<file path="config.mk">
export PLATFORM = sky130hd
export DESIGN_NAME = bom_queue
export DESIGN_NICKNAME = d
export VERILOG_FILES = /design/src/hdl/box_overlap_against_map_top_macros.svh /design/src/hdl/bom_pkg.sv /design/src/hdl/bom_queue.sv
export SDC_FILE = /design/constraint.sdc
export NUM_CORES = 1
export LEC_CHECK = 0
export BUFFER_PORTS_ARGS = -buffer_cell sky130_fd_sc_hd__buf_2
export CAP_MARGIN = 30
export CORE_MARGIN = 2
export CORE_UTILIZATION = 45
export DETAILED_ROUTE_END_ITERATION = 8
export PLACE_DENSITY = 0.74
export SETUP_SLACK_MARGIN = 0.2
export SLEW_MARGIN = 20
export SYNTH_ARGS = -nofsm -noshare
export SYNTH_HDL_FRONTEND = slang
export SYNTH_SLANG_ARGS = --single-unit
</file>
<file path="constraint.sdc">
create_clock -name clk -period 15.3 [get_ports clk]
set_input_delay 0.765 -clock clk [delete_from_list [all_inputs] [get_ports clk]]
set_output_delay 0.765 -clock clk [all_outputs]
set_load 0.05 [all_outputs]
</file>
<file path="src/hdl/box_overlap_against_map_top_macros.svh">
`ifndef BOX_OVERLAP_AGAINST_MAP_TOP_MACROS_SVH
`define BOX_OVERLAP_AGAINST_MAP_TOP_MACROS_SVH

// plain property checked every cycle out of reset
`define BOM_CHECK(lbl, prop, msg) \
	lbl: assert property (@(posedge clk) disable iff (!arst_n) (prop)) else $error(msg);

// implication checked every cycle out of reset
`define BOM_CHECK_IMP(lbl, ante, cons, msg) \
	lbl: assert property (@(posedge clk) disable iff (!arst_n) (ante) |-> (cons)) else $error(msg);

`endif

</file>
<file path="src/hdl/bom_pkg.sv">
package bom_pkg;

	typedef logic signed [15:0] coord_t;

	// input word kind codes
	localparam logic [1:0] KIND_LOAD  = 2'd0;
	localparam logic [1:0] KIND_QUERY = 2'd1;
	localparam logic [1:0] KIND_CLEAR = 2'd2;

	// result word kind codes
	localparam logic [1:0] PIECE_MORE = 2'd0;
	localparam logic [1:0] PIECE_LAST = 2'd1;
	localparam logic [1:0] PIECE_NONE = 2'd2;

	localparam int QUEUE_DEPTH = 4;
	localparam int QPTR_W      = 2;
	localparam int QCNT_W      = 3;

	localparam int NUM_AXES = 3;

	typedef enum logic [1:0] {
		OP_LOAD,
		OP_QUERY,
		OP_CLEAR
	} op_t;

	typedef enum logic {
		ST_IDLE,
		ST_SCAN
	} state_t;

	typedef struct packed {
		op_t                 op;
		coord_t [2:0]        lo;
		coord_t [2:0]        hi;
		logic   [15:0]       owner;
		coord_t [2:0]        wrap;
		logic   [31:0]       tag;
	} cmd_t;

	typedef struct packed {
		coord_t [2:0]        lo;
		coord_t [2:0]        hi;
		logic   [15:0]       owner;
		coord_t [2:0]        wrap;
	} map_entry_t;

	typedef struct packed {
		coord_t [2:0]        lo;
		coord_t [2:0]        hi;
		logic   [15:0]       owner;
		coord_t [2:0]        wrap;
		logic   [31:0]       tag;
		logic   [1:0]        kind;
	} piece_t;

	// front to queue
	typedef struct packed {
		logic valid;
		cmd_t cmd;
	} push_t;

	// queue to back
	typedef struct packed {
		logic valid;
		cmd_t cmd;
	} head_t;

endpackage

</file>
<file path="src/hdl/bom_queue.sv">
module bom_queue
	import bom_pkg::*;
(
	input  logic  clk,
	input  logic  arst_n,
	input  push_t push,
	output logic  full,
	input  logic  pop,
	output head_t head
);

	cmd_t              slot_q [QUEUE_DEPTH];
	logic [QPTR_W-1:0] wr_ptr_q;
	logic [QPTR_W-1:0] rd_ptr_q;
	logic [QCNT_W-1:0] cnt_q;
	logic              do_push;
	logic              do_pop;

	assign full       = (cnt_q == QCNT_W'(QUEUE_DEPTH));
	assign head.valid = (cnt_q != '0);
	assign head.cmd   = slot_q[rd_ptr_q];
	assign do_push    = push.valid && !full;
	assign do_pop     = pop && head.valid;

	always_ff @(posedge clk) begin
		if (do_push) begin
			slot_q[wr_ptr_q] <= push.cmd;
		end
	end

	always_ff @(posedge clk or negedge arst_n) begin
		if (!arst_n) begin
			wr_ptr_q <= '0;
			rd_ptr_q <= '0;
			cnt_q    <= '0;
		end else begin
			if (do_push) begin
				wr_ptr_q <= wr_ptr_q + 1'b1;
			end
			if (do_pop) begin
				rd_ptr_q <= rd_ptr_q + 1'b1;
			end
			if (do_push && !do_pop) begin
				cnt_q <= cnt_q + 1'b1;
			end else if (do_pop && !do_push) begin
				cnt_q <= cnt_q - 1'b1;
			end
		end
	end

endmodule

</file>
==> results.json, run 1 <==
{
  "h-tree-depth": 3,
  "worst_path_max_delay_cell": "buf_4",
  "yosysSeqAreaShare": 0.824,
  "io_buffers": 393,
  "first_pass_iters": 5,
  "grt_first_pass_wirelength_mm": 82.3,
  "fin_skew_ns": 0.0143,
  "std_cell_rows": 92,
  "critPathCaptureType": "output pin",
  "worst_pin_slew_ns": 1.07,
  "die_w_um": 256,
  "hold_class": "input port to register",
  "vdd_ir_drop_max_v": 0.000164,
  "power_frac_comb": 0.383,
  "slew_headroom": 0.285,
  "crit_type": "register to output pin",
  "syn_area_um2": 28500,
  "post-cts-setup-buffers": 0,
  "startpoint_type": "register",
  "p_int_uw": 4740,
  "synth_top_flop_cell": "edfxtp_1",
  "area_delta_synth_final_pct": 19.4,
  "die_h_um": 256,
  "synth.top_cells.by_area": "edfxtp_1 82%, mux4_2 14%, mux4_1 2.1%",
  "period_share": 0.281,
  "num-nets-final": 1709,
  "route.detailed.drc": 0,
  "finalSetupViolations": 0,
  "viasPerCell": 5.28,
  "clockRootBuffer": "clkbuf_16",
  "clk_pin_slew_worst_paths_ns": 0.06,
  "syn-num-nets": 1253,
  "grt_setup_unrepaired": "false",
  "netlist_instances": 1049,
  "syn-mean-instance-area_um2": 27.2,
  "dp_hpwl_mm": 32.8,
  "ys_ff_latch": 783,
  "p_per_area_nw_per_um2": 226,
  "switchingPower_uw": 2950,
  "met2RoutedLength_mm": 27.3,
  "critical_path.most_common_cell": "buf_4",
  "routedWlPerCell_um": 22.5,
  "io_pins": 394,
  "yosys_warnings": 0,
  "clk_path_buf_depth": 3,
  "report.final.hold_viol_count": 0,
  "place.gp.congestion": 0.742,
  "p_sw_frac": 0.384,
  "cts_sinks": 783,
  "ys_types": 21,
  "grt_max_degree": 107,
  "synth_edf_count": 776,
  "crit_path_max_incr_delay_ns": 0.81,
  "wl_met3_mm": 4.25,
  "finalSetupTns_ns": 0,
  "drv_slew": 0,
  "cp_data_arrival_time_ns": 3.53,
  "p_leak_uw": 0.0116,
  "clk_latency_ns": 0.61,
  "critical_path_required_ns": 14.53,
  "wl_met1_mm": 21.7,
  "status": "finished, final reports clean",
  "maxCapViolations": 0,
  "p_clk_frac": 0.235,
  "first_iter_violations": 851,
  "start_util": 0.453,
  "drt_wl_total_mm": 54.4,
  "core_area_um2": 62900,
  "ant_nets": 0,
  "fmax_mhz": 233,
  "globalRouteOverflowTotal": 0,
  "fill_cells": 4726,
  "top_layer": "met5",
  "holdWs_ns": 0.367,
  "layout-drive-gt1-share": 0.452,
  "die-area_um2": 65300,
  "antenna_found_initial": 13,
  "fin_crit_ns": 4.30,
  "synth.top_cell.area_share": 0.818,
  "crit_fanout": 62,
  "track_usage": 0.166,
  "pwr-share-seq": 0.382,
  "synth-async-reset-ratio": 0.00894,
  "grt_pass1_vias": 13400,
  "crit_chain": "buf_4 > buf_4 > mux4_2 > buf_2",
  "numCtsBuffers": 80,
  "cts_tree": "built",
  "synth_top_area_cell": "edfxtp_1",
  "via_count": 12800
}
[synthesized netlist by cell type, types with 3 or more instances]
library cell,count
mux4_2,171
inv_1,3
dfrtp_1,7
ha_1,5
buf_6,15
xnor2_1,4
and2_1,4
mux4_1,23
buf_2,22
edfxtp_1,776
clkbuf_1,6
[kinds of logic after synthesis]
kind of cell,after synthesis,synth area share
DFF,783,0.824
muxes,196,0.157
and+or+nand+nor,10,0.00202
xor gates and xnor gates,6,0.00184
adders and majority gates,6,0.00290
buffers and inverters,48,0.0120
[stage by stage]
step	area [µm²]	power, µW	std cells	utilization	setup WS [ns]
2_1_floorplan	28500	5360	1049	-	9.16
3_3_place_gp	31400	5910	2261	0.499	11.51
3_5_place_dp	31400	5950	2264	0.500	11.53
4_1_cts	33900	7780	2405	0.539	10.90
5_1_grt	34000	8000	2411	0.541	10.79
6_report	34000	7690	2415	0.541	11.00
[worst paths after layout]
kind | cells past startpoint | to | start | slack (ns)
worst max-delay path | 4 | head[25] | rd_ptr_q[1] | 11.00
worst min-delay path | 1 | slot_q[0][78] | push[78] | 0.37
worst max register to register | 6 | slot_q[2][39] | cnt_q[2] | 11.87
worst min register to register | 1 | cnt_q[2] | cnt_q[2] | 0.50
max in group asynchronous | 2 | rd_ptr_q[0] | arst_n | 14.51
min in group asynchronous | 2 | rd_ptr_q[1] | arst_n | 0.59
[placed cells by master (no fill, tap or decap), types with 2 or more instances in the layout]
cell type / count
buf_4: 17
ha_1: 5
clkinv_2: 14
xnor2_1: 4
mux2_2: 2
edfxtp_1: 776
mux4_1: 23
and2_4: 4
clkbuf_1: 13
buf_16: 7
dfrtp_4: 2
clkinvlp_4: 3
mux4_2: 171
clkinv_1: 18
xor2_1: 2
diode_2: 6
bufinv_16: 5
inv_6: 5
buf_2: 393
inv_1: 3
dfrtp_1: 5
clkbuf_16: 81
[power by group through the flow]
stage	combinational (µW)	sequential (µW)	clock, µW
2_1_floorplan	2340	3020	0
3_3_place_gp	2920	2990	0
3_5_place_dp	2940	3020	0
4_1_cts	2950	2970	1860
5_1_grt	3090	2970	1940
6_report	2950	2940	1810
[state kept, by name, summed over array words and instances (netlist names)]
signal / flops
cnt_q: 3
rd_ptr_q: 2
slot_q: 776
wr_ptr_q: 2
[per-layer routing]
| layer | vias up | GRT usage |
|---|---|---|
| li1 | 5526 | - |
| met1 | 6671 | 0.219 |
| met2 | 443 | 0.267 |
| met3 | 95 | 0.0484 |
| met4 | 16 | 0.0552 |
| met5 | - | 0 |
[worst max-delay path, delay by kind of cell, from the launching register on]
| family | cells | cell delay, ns |
|---|---|---|
| buffers and inverters | 3 | 1.79 |
| multiplexers | 1 | 0.42 |
| flip-flops | 1 | 0.60 |
[final cells by class]
cell class,count,area [µm²],share of cell area
Clock buffer,94,2080,0.0610
Multi-Input combinational cell,218,4680,0.138
Timing Repair Buffer,419,2320,0.0681
Clock inverter,46,363,0.0107
Tap cell,846,1060,0.0311
Inverter,3,11.3,0.000331
Sequential cell,783,23500,0.691
Antenna cell,6,15.0,0.000442
[timing repair]
item,in CTS,in global routing
hold endpoints to repair,7,0
hold buffers,1,0
resized for setup,0,0
setup endpoints to repair,0,0
No activity file was read; power rests on OpenSTA's default activity.
==> run 2, diff against run 1 <==
--- a/config.mk
+++ b/config.mk
@@ -10,7 +10,7 @@
 export CORE_MARGIN = 2
 export CORE_UTILIZATION = 45
 export DETAILED_ROUTE_END_ITERATION = 8
-export PLACE_DENSITY = 0.74
+export PLACE_DENSITY = 0.76
 export SETUP_SLACK_MARGIN = 0.2
 export SLEW_MARGIN = 20
 export SYNTH_ARGS = -nofsm -noshare
==> constraint.sdc (replaced) <==
create_clock -name clk -period 3.6 [get_ports clk]
set_input_delay 0.18 -clock clk [delete_from_list [all_inputs] [get_ports clk]]
set_output_delay 0.18 -clock clk [all_outputs]
set_load 0.05 [all_outputs]
==> results.json, run 2 (same netlist as run 1, synthesis figures left out) <==
{
  "drv_slew": 0,
  "route.detailed.drc": 0,
  "grt_pass1_vias": 14700,
  "startpoint_type": "register",
  "die_h_um": 256,
  "drt_wl_total_mm": 58.7,
  "start_util": 0.453,
  "grt_setup_unrepaired": "false",
  "core_area_um2": 62900,
  "viasPerCell": 5.21,
  "dp_worst_setup_slack_ns": 1.27,
  "slew_headroom": 0.495,
  "grt_max_degree": 81,
  "clockRootBuffer": "clkbuf_16",
  "worst_pin_slew_ns": 0.757,
  "crit_chain": "buf_12 > buf_4 > mux4_2 > buf_2",
  "cp_data_arrival_time_ns": 2.73,
  "p_leak_uw": 0.0124,
  "via_count": 13600,
  "place.gp.congestion": 0.760,
  "cts_sinks": 783,
  "clk_pin_slew_worst_paths_ns": 0.06,
  "post-cts-setup-buffers": 0,
  "hold_buffers": 197,
  "first_pass_iters": 5,
  "io_pins": 394,
  "worst_path_max_delay_cell": "dfrtp_4",
  "num-nets-final": 1913,
  "report.final.hold_viol_count": 0,
  "placed_cell_area_um2": 31700,
  "globalRouteOverflowTotal": 0,
  "clk_latency_ns": 0.60,
  "dp_hpwl_mm": 34.0,
  "critical_path_required_ns": 3.42,
  "final_cells": 2609,
  "design_area_um2": 36000,
  "largest_reg_flops": 776,
  "fin_crit_ns": 2.91,
  "final_cell_mix": "776 x edfxtp_1, 393 x buf_2, 197 x dlygate4sd3_1",
  "fmax_mhz": 344,
  "cts_resized": 0,
  "p_per_area_nw_per_um2": 914,
  "h-tree-depth": 3,
  "top_regs": "slot_q: 776 flops, cnt_q: 3 flops",
  "finalSetupViolations": 0,
  "first_iter_violations": 1151,
  "cts_tree": "built",
  "ant_nets": 0,
  "antenna_found_initial": 6,
  "die-area_um2": 65300,
  "period_share": 0.807,
  "routedWlPerCell_um": 22.5,
  "fill_cells": 4466,
  "crit_fanout": 26,
  "layout-drive-gt1-share": 0.403,
  "crit_path_max_incr_delay_ns": 0.63,
  "dp_cells": 2277,
  "layout_commonest_cell": "edfxtp_1",
  "io_buffers": 393,
  "status": "finished, final reports clean",
  "area_delta_synth_final_pct": 26.4,
  "critPathCaptureType": "output pin",
  "std_cell_rows": 92,
  "grt_first_pass_wirelength_mm": 89.2,
  "maxCapViolations": 0,
  "layout_setup_ws_ns": 0.694,
  "holdWs_ns": 0.108,
  "track_usage": 0.179,
  "regMostFlops": "slot_q",
  "numCtsBuffers": 79,
  "die_w_um": 256,
  "hold_class": "input port to register",
  "fin_skew_ns": 0.0185,
  "crit_type": "register to output pin",
  "clk_path_buf_depth": 3,
  "vdd_ir_drop_max_v": 0.000713
}
-- run 2: layer usage --
metal  GRT usage  share of wire  up-vias  routed length [µm]
li1            -              -     5916                   -
met1       0.229           0.39     7031               23000
met2       0.301           0.51      531               30000
met3      0.0454          0.072      106                4230
met4      0.0608          0.025        6                1480
met5           0        0.00060        -                  35
-- run 2: critical path: cells and delay by family (launching register included) --
family	cells	cell delay (ns)
mux	1	0.57
flops	1	0.63
buf+inv	3	0.89
-- run 2: through the flow --
step / setup TNS (ns) / total power, µW / util
3_3_place_gp: 0 / 25400 / 0.504
5_1_grt: 0 / 34100 / 0.573
2_1_floorplan: -263.86 / 22500 / -
3_5_place_dp: 0 / 25600 / 0.504
6_report: 0 / 32900 / 0.573
4_1_cts: 0 / 33200 / 0.573
-- run 2: where the power goes --
part | switching (µW) | internal [µW] | total [µW]
Clock | 3230 | 4230 | 7460
Combinational | 8960 | 3900 | 12900
Sequential | 559 | 12000 | 12600
-- run 2: path summary, 6_finish.rpt --
kind	startpoint	end	cells after the start	slack (ns)
worst max-delay path	rd_ptr_q[0]	head[3]	4	0.69
worst min-delay path	push[194]	wr_ptr_q[0]	4	0.11
worst max register to register	cnt_q[0]	cnt_q[2]	8	1.36
worst min register to register	cnt_q[2]	cnt_q[2]	1	0.49
max in group asynchronous	arst_n	rd_ptr_q[0]	3	2.72
min in group asynchronous	arst_n	wr_ptr_q[0]	3	0.58
-- run 2: final cells by class --
cell class | count | area, µm² | area share
repair buffers | 624 | 4430 | 0.123
well taps | 846 | 1060 | 0.0294
multi-input cells | 218 | 4680 | 0.130
diodes | 3 | 7.51 | 0.000209
flip-flops and latches | 783 | 23500 | 0.652
clock inverters | 35 | 254 | 0.00705
clock buffers | 97 | 2070 | 0.0576
inverters | 3 | 11.3 | 0.000313
==> run 3, diff against run 2 <==
--- a/config.mk
+++ b/config.mk
@@ -10,7 +10,7 @@
 export CORE_MARGIN = 2
 export CORE_UTILIZATION = 45
 export DETAILED_ROUTE_END_ITERATION = 8
-export PLACE_DENSITY = 0.76
+export PLACE_DENSITY = 0.74
 export SETUP_SLACK_MARGIN = 0.2
 export SLEW_MARGIN = 20
 export SYNTH_ARGS = -nofsm -noshare
==> constraint.sdc (replaced) <==
create_clock -name clk -period 2.85 [get_ports clk]
set_input_delay 0.1425 -clock clk [delete_from_list [all_inputs] [get_ports clk]]
set_output_delay 0.1425 -clock clk [all_outputs]
set_load 0.05 [all_outputs]
==> results.json, run 3 (same netlist as run 1, synthesis figures left out) <==
{
  "cts_tree": "built",
  "hold_path_startpoint": "push[147]",
  "cp_data_arrival_time_ns": 2.43,
  "startpoint_type": "register",
  "routedWlPerCell_um": 22.6,
  "power_frac_comb": 0.401,
  "grt_setup_unrepaired": "true",
  "clk_pin_slew_worst_paths_ns": 0.06,
  "worstReg2RegStart": "cnt_q[2]",
  "layout_commonest_cell": "edfxtp_1",
  "largest_reg_flops": 776,
  "die_h_um": 256,
  "layout-drive-gt1-share": 0.418,
  "start_util": 0.453,
  "h-tree-depth": 3,
  "crit_start": "rd_ptr_q[0]",
  "dp_hpwl_mm": 37.0,
  "layout_setup_ws_ns": 0.278,
  "top_regs": "slot_q: 776 flops, cnt_q: 3 flops",
  "fmax_mhz": 389,
  "p_int_uw": 26100,
  "clk_path_buf_depth": 3,
  "critPathCaptureType": "output pin",
  "grt_first_pass_wirelength_mm": 91.2,
  "drv_slew": 0,
  "slew_headroom": 0.553,
  "numCtsBuffers": 79,
  "first_iter_violations": 1076,
  "place.gp.congestion": 0.766,
  "die-area_um2": 65300,
  "crit_fanout": 25,
  "hold_class": "input port to register",
  "finalSetupTns_ns": 0,
  "ant_nets": 0,
  "io_pins": 394,
  "worst_pin_slew_ns": 0.671,
  "p_per_area_nw_per_um2": 1160,
  "final_cell_mix": "776 x edfxtp_1, 393 x buf_2, 198 x dlygate4sd3_1",
  "cts_sinks": 783,
  "antenna_found_initial": 7,
  "first_pass_iters": 5,
  "status": "finished, final reports clean",
  "io_buffers": 393,
  "via_count": 13800,
  "r2r_cells": 4,
  "grt_max_degree": 86,
  "switchingPower_uw": 16400,
  "report.final.hold_viol_count": 0,
  "p_sw_frac": 0.386,
  "fill_cells": 4446,
  "p_leak_uw": 0.0127,
  "grt_pass1_vias": 15000,
  "die_w_um": 256,
  "r2r_slack_ns": 0.50,
  "globalRouteOverflowTotal": 0,
  "total_power_uw": 42500,
  "dp_cells": 2308,
  "std_cell_rows": 92,
  "p_clk_frac": 0.230,
  "fin_skew_ns": 0.0164,
  "critical_path_required_ns": 2.71,
  "crit_type": "register to output pin",
  "track_usage": 0.184,
  "pwr-share-seq": 0.370,
  "finalSetupViolations": 0,
  "period_share": 0.902,
  "vdd_ir_drop_max_v": 0.00109,
  "regMostFlops": "slot_q",
  "r2r_end": "slot_q[1][34]",
  "route.detailed.drc": 0,
  "dp_worst_setup_slack_ns": 0.436,
  "fin_crit_ns": 2.57,
  "area_delta_synth_final_pct": 28.3,
  "viasPerCell": 5.22,
  "maxCapViolations": 0,
  "clk_latency_ns": 0.61,
  "num-nets-final": 1946,
  "drt_wl_total_mm": 60.0,
  "core_area_um2": 62900,
  "clockRootBuffer": "clkbuf_16",
  "final_cells": 2652,
  "critPathCapture": "head[141]"
}
[run 3: changes by cell type in the layout (fill, tap and decap cells not counted), moves of 2 or more]
| cell | delta |
|---|---|
| buf_4 | +19 |
| buf_12 | +8 |
| clkinvlp_4 | +4 |
| buf_6 | +3 |
| bufinv_16 | +3 |
| clkbuf_8 | -3 |
| clkinv_4 | +3 |
| buf_16 | +2 |
| clkbuf_1 | -2 |
| clkinv_2 | +2 |
| diode_2 | +2 |
| inv_6 | +2 |
[run 3: cell type report]
type / instances / area, µm² / share of cell area
tap: 846 / 1060 / 0.0290
inverter: 3 / 11.3 / 0.000308
antenna: 5 / 12.5 / 0.000342
timing repair buffer: 657 / 4830 / 0.132
multi-input combinational: 218 / 4690 / 0.128
sequential: 783 / 23500 / 0.643
clock buffer: 93 / 2050 / 0.0561
clock inverter: 47 / 400 / 0.0110
[run 3: repair_timing]
item | 4_1_cts | 5_1_grt
hold endpoints to repair | 786 | 0
gates resized for setup | 2 | 3
endpoints found under the setup margin | 141 | 3
hold buffers | 198 | 0
buffers inserted | 1 | 0
[run 3: how the worst min path moves through the flow]
stage / endpoint / cells past startpoint / slack, ns
global route: slot_q[0][21] / 2 / 0.27
detailed placement: wr_ptr_q[1] / 1 / -0.006
global placement: wr_ptr_q[1] / 1 / -0.01
finish: slot_q[2][147] / 2 / 0.28
CTS: slot_q[2][147] / 2 / 0.24
floorplan: cnt_q[0] / 0 / -0.15
[run 3: routing by layer]
metal  GRT usage  wire length, µm
met2       0.310            30900
met1       0.235            23600
met5           0               13
met4      0.0590             1330
met3      0.0466             4180
[run 3: power by group through the flow]
stage          Sequential, µW  Combinational [µW]  Clock (µW)
2_1_floorplan           15800               12600           0
3_3_place_gp            15800               16800           0
3_5_place_dp            16000               16900           0
4_1_cts                 15700               17200       10000
5_1_grt                 15900               17800       10400
6_report                15700               17000        9770
[run 3: stage by stage]
step	hold slack, ns	area, µm²	utilization
after floorplan	-0.153	28500	-
final	0.283	36500	0.581
after detailed placement	-0.00556	32100	0.510
after CTS	0.236	36500	0.581
after global placement	-0.00969	32100	0.510
after global routing	0.269	36500	0.581
[run 3: worst max-delay path, stage by stage (launching register included)]
cell	delay (ns)
dfrtp_4	0.49
buf_16	0.25
buf_6	0.21
mux4_1	0.60
buf_2	0.24
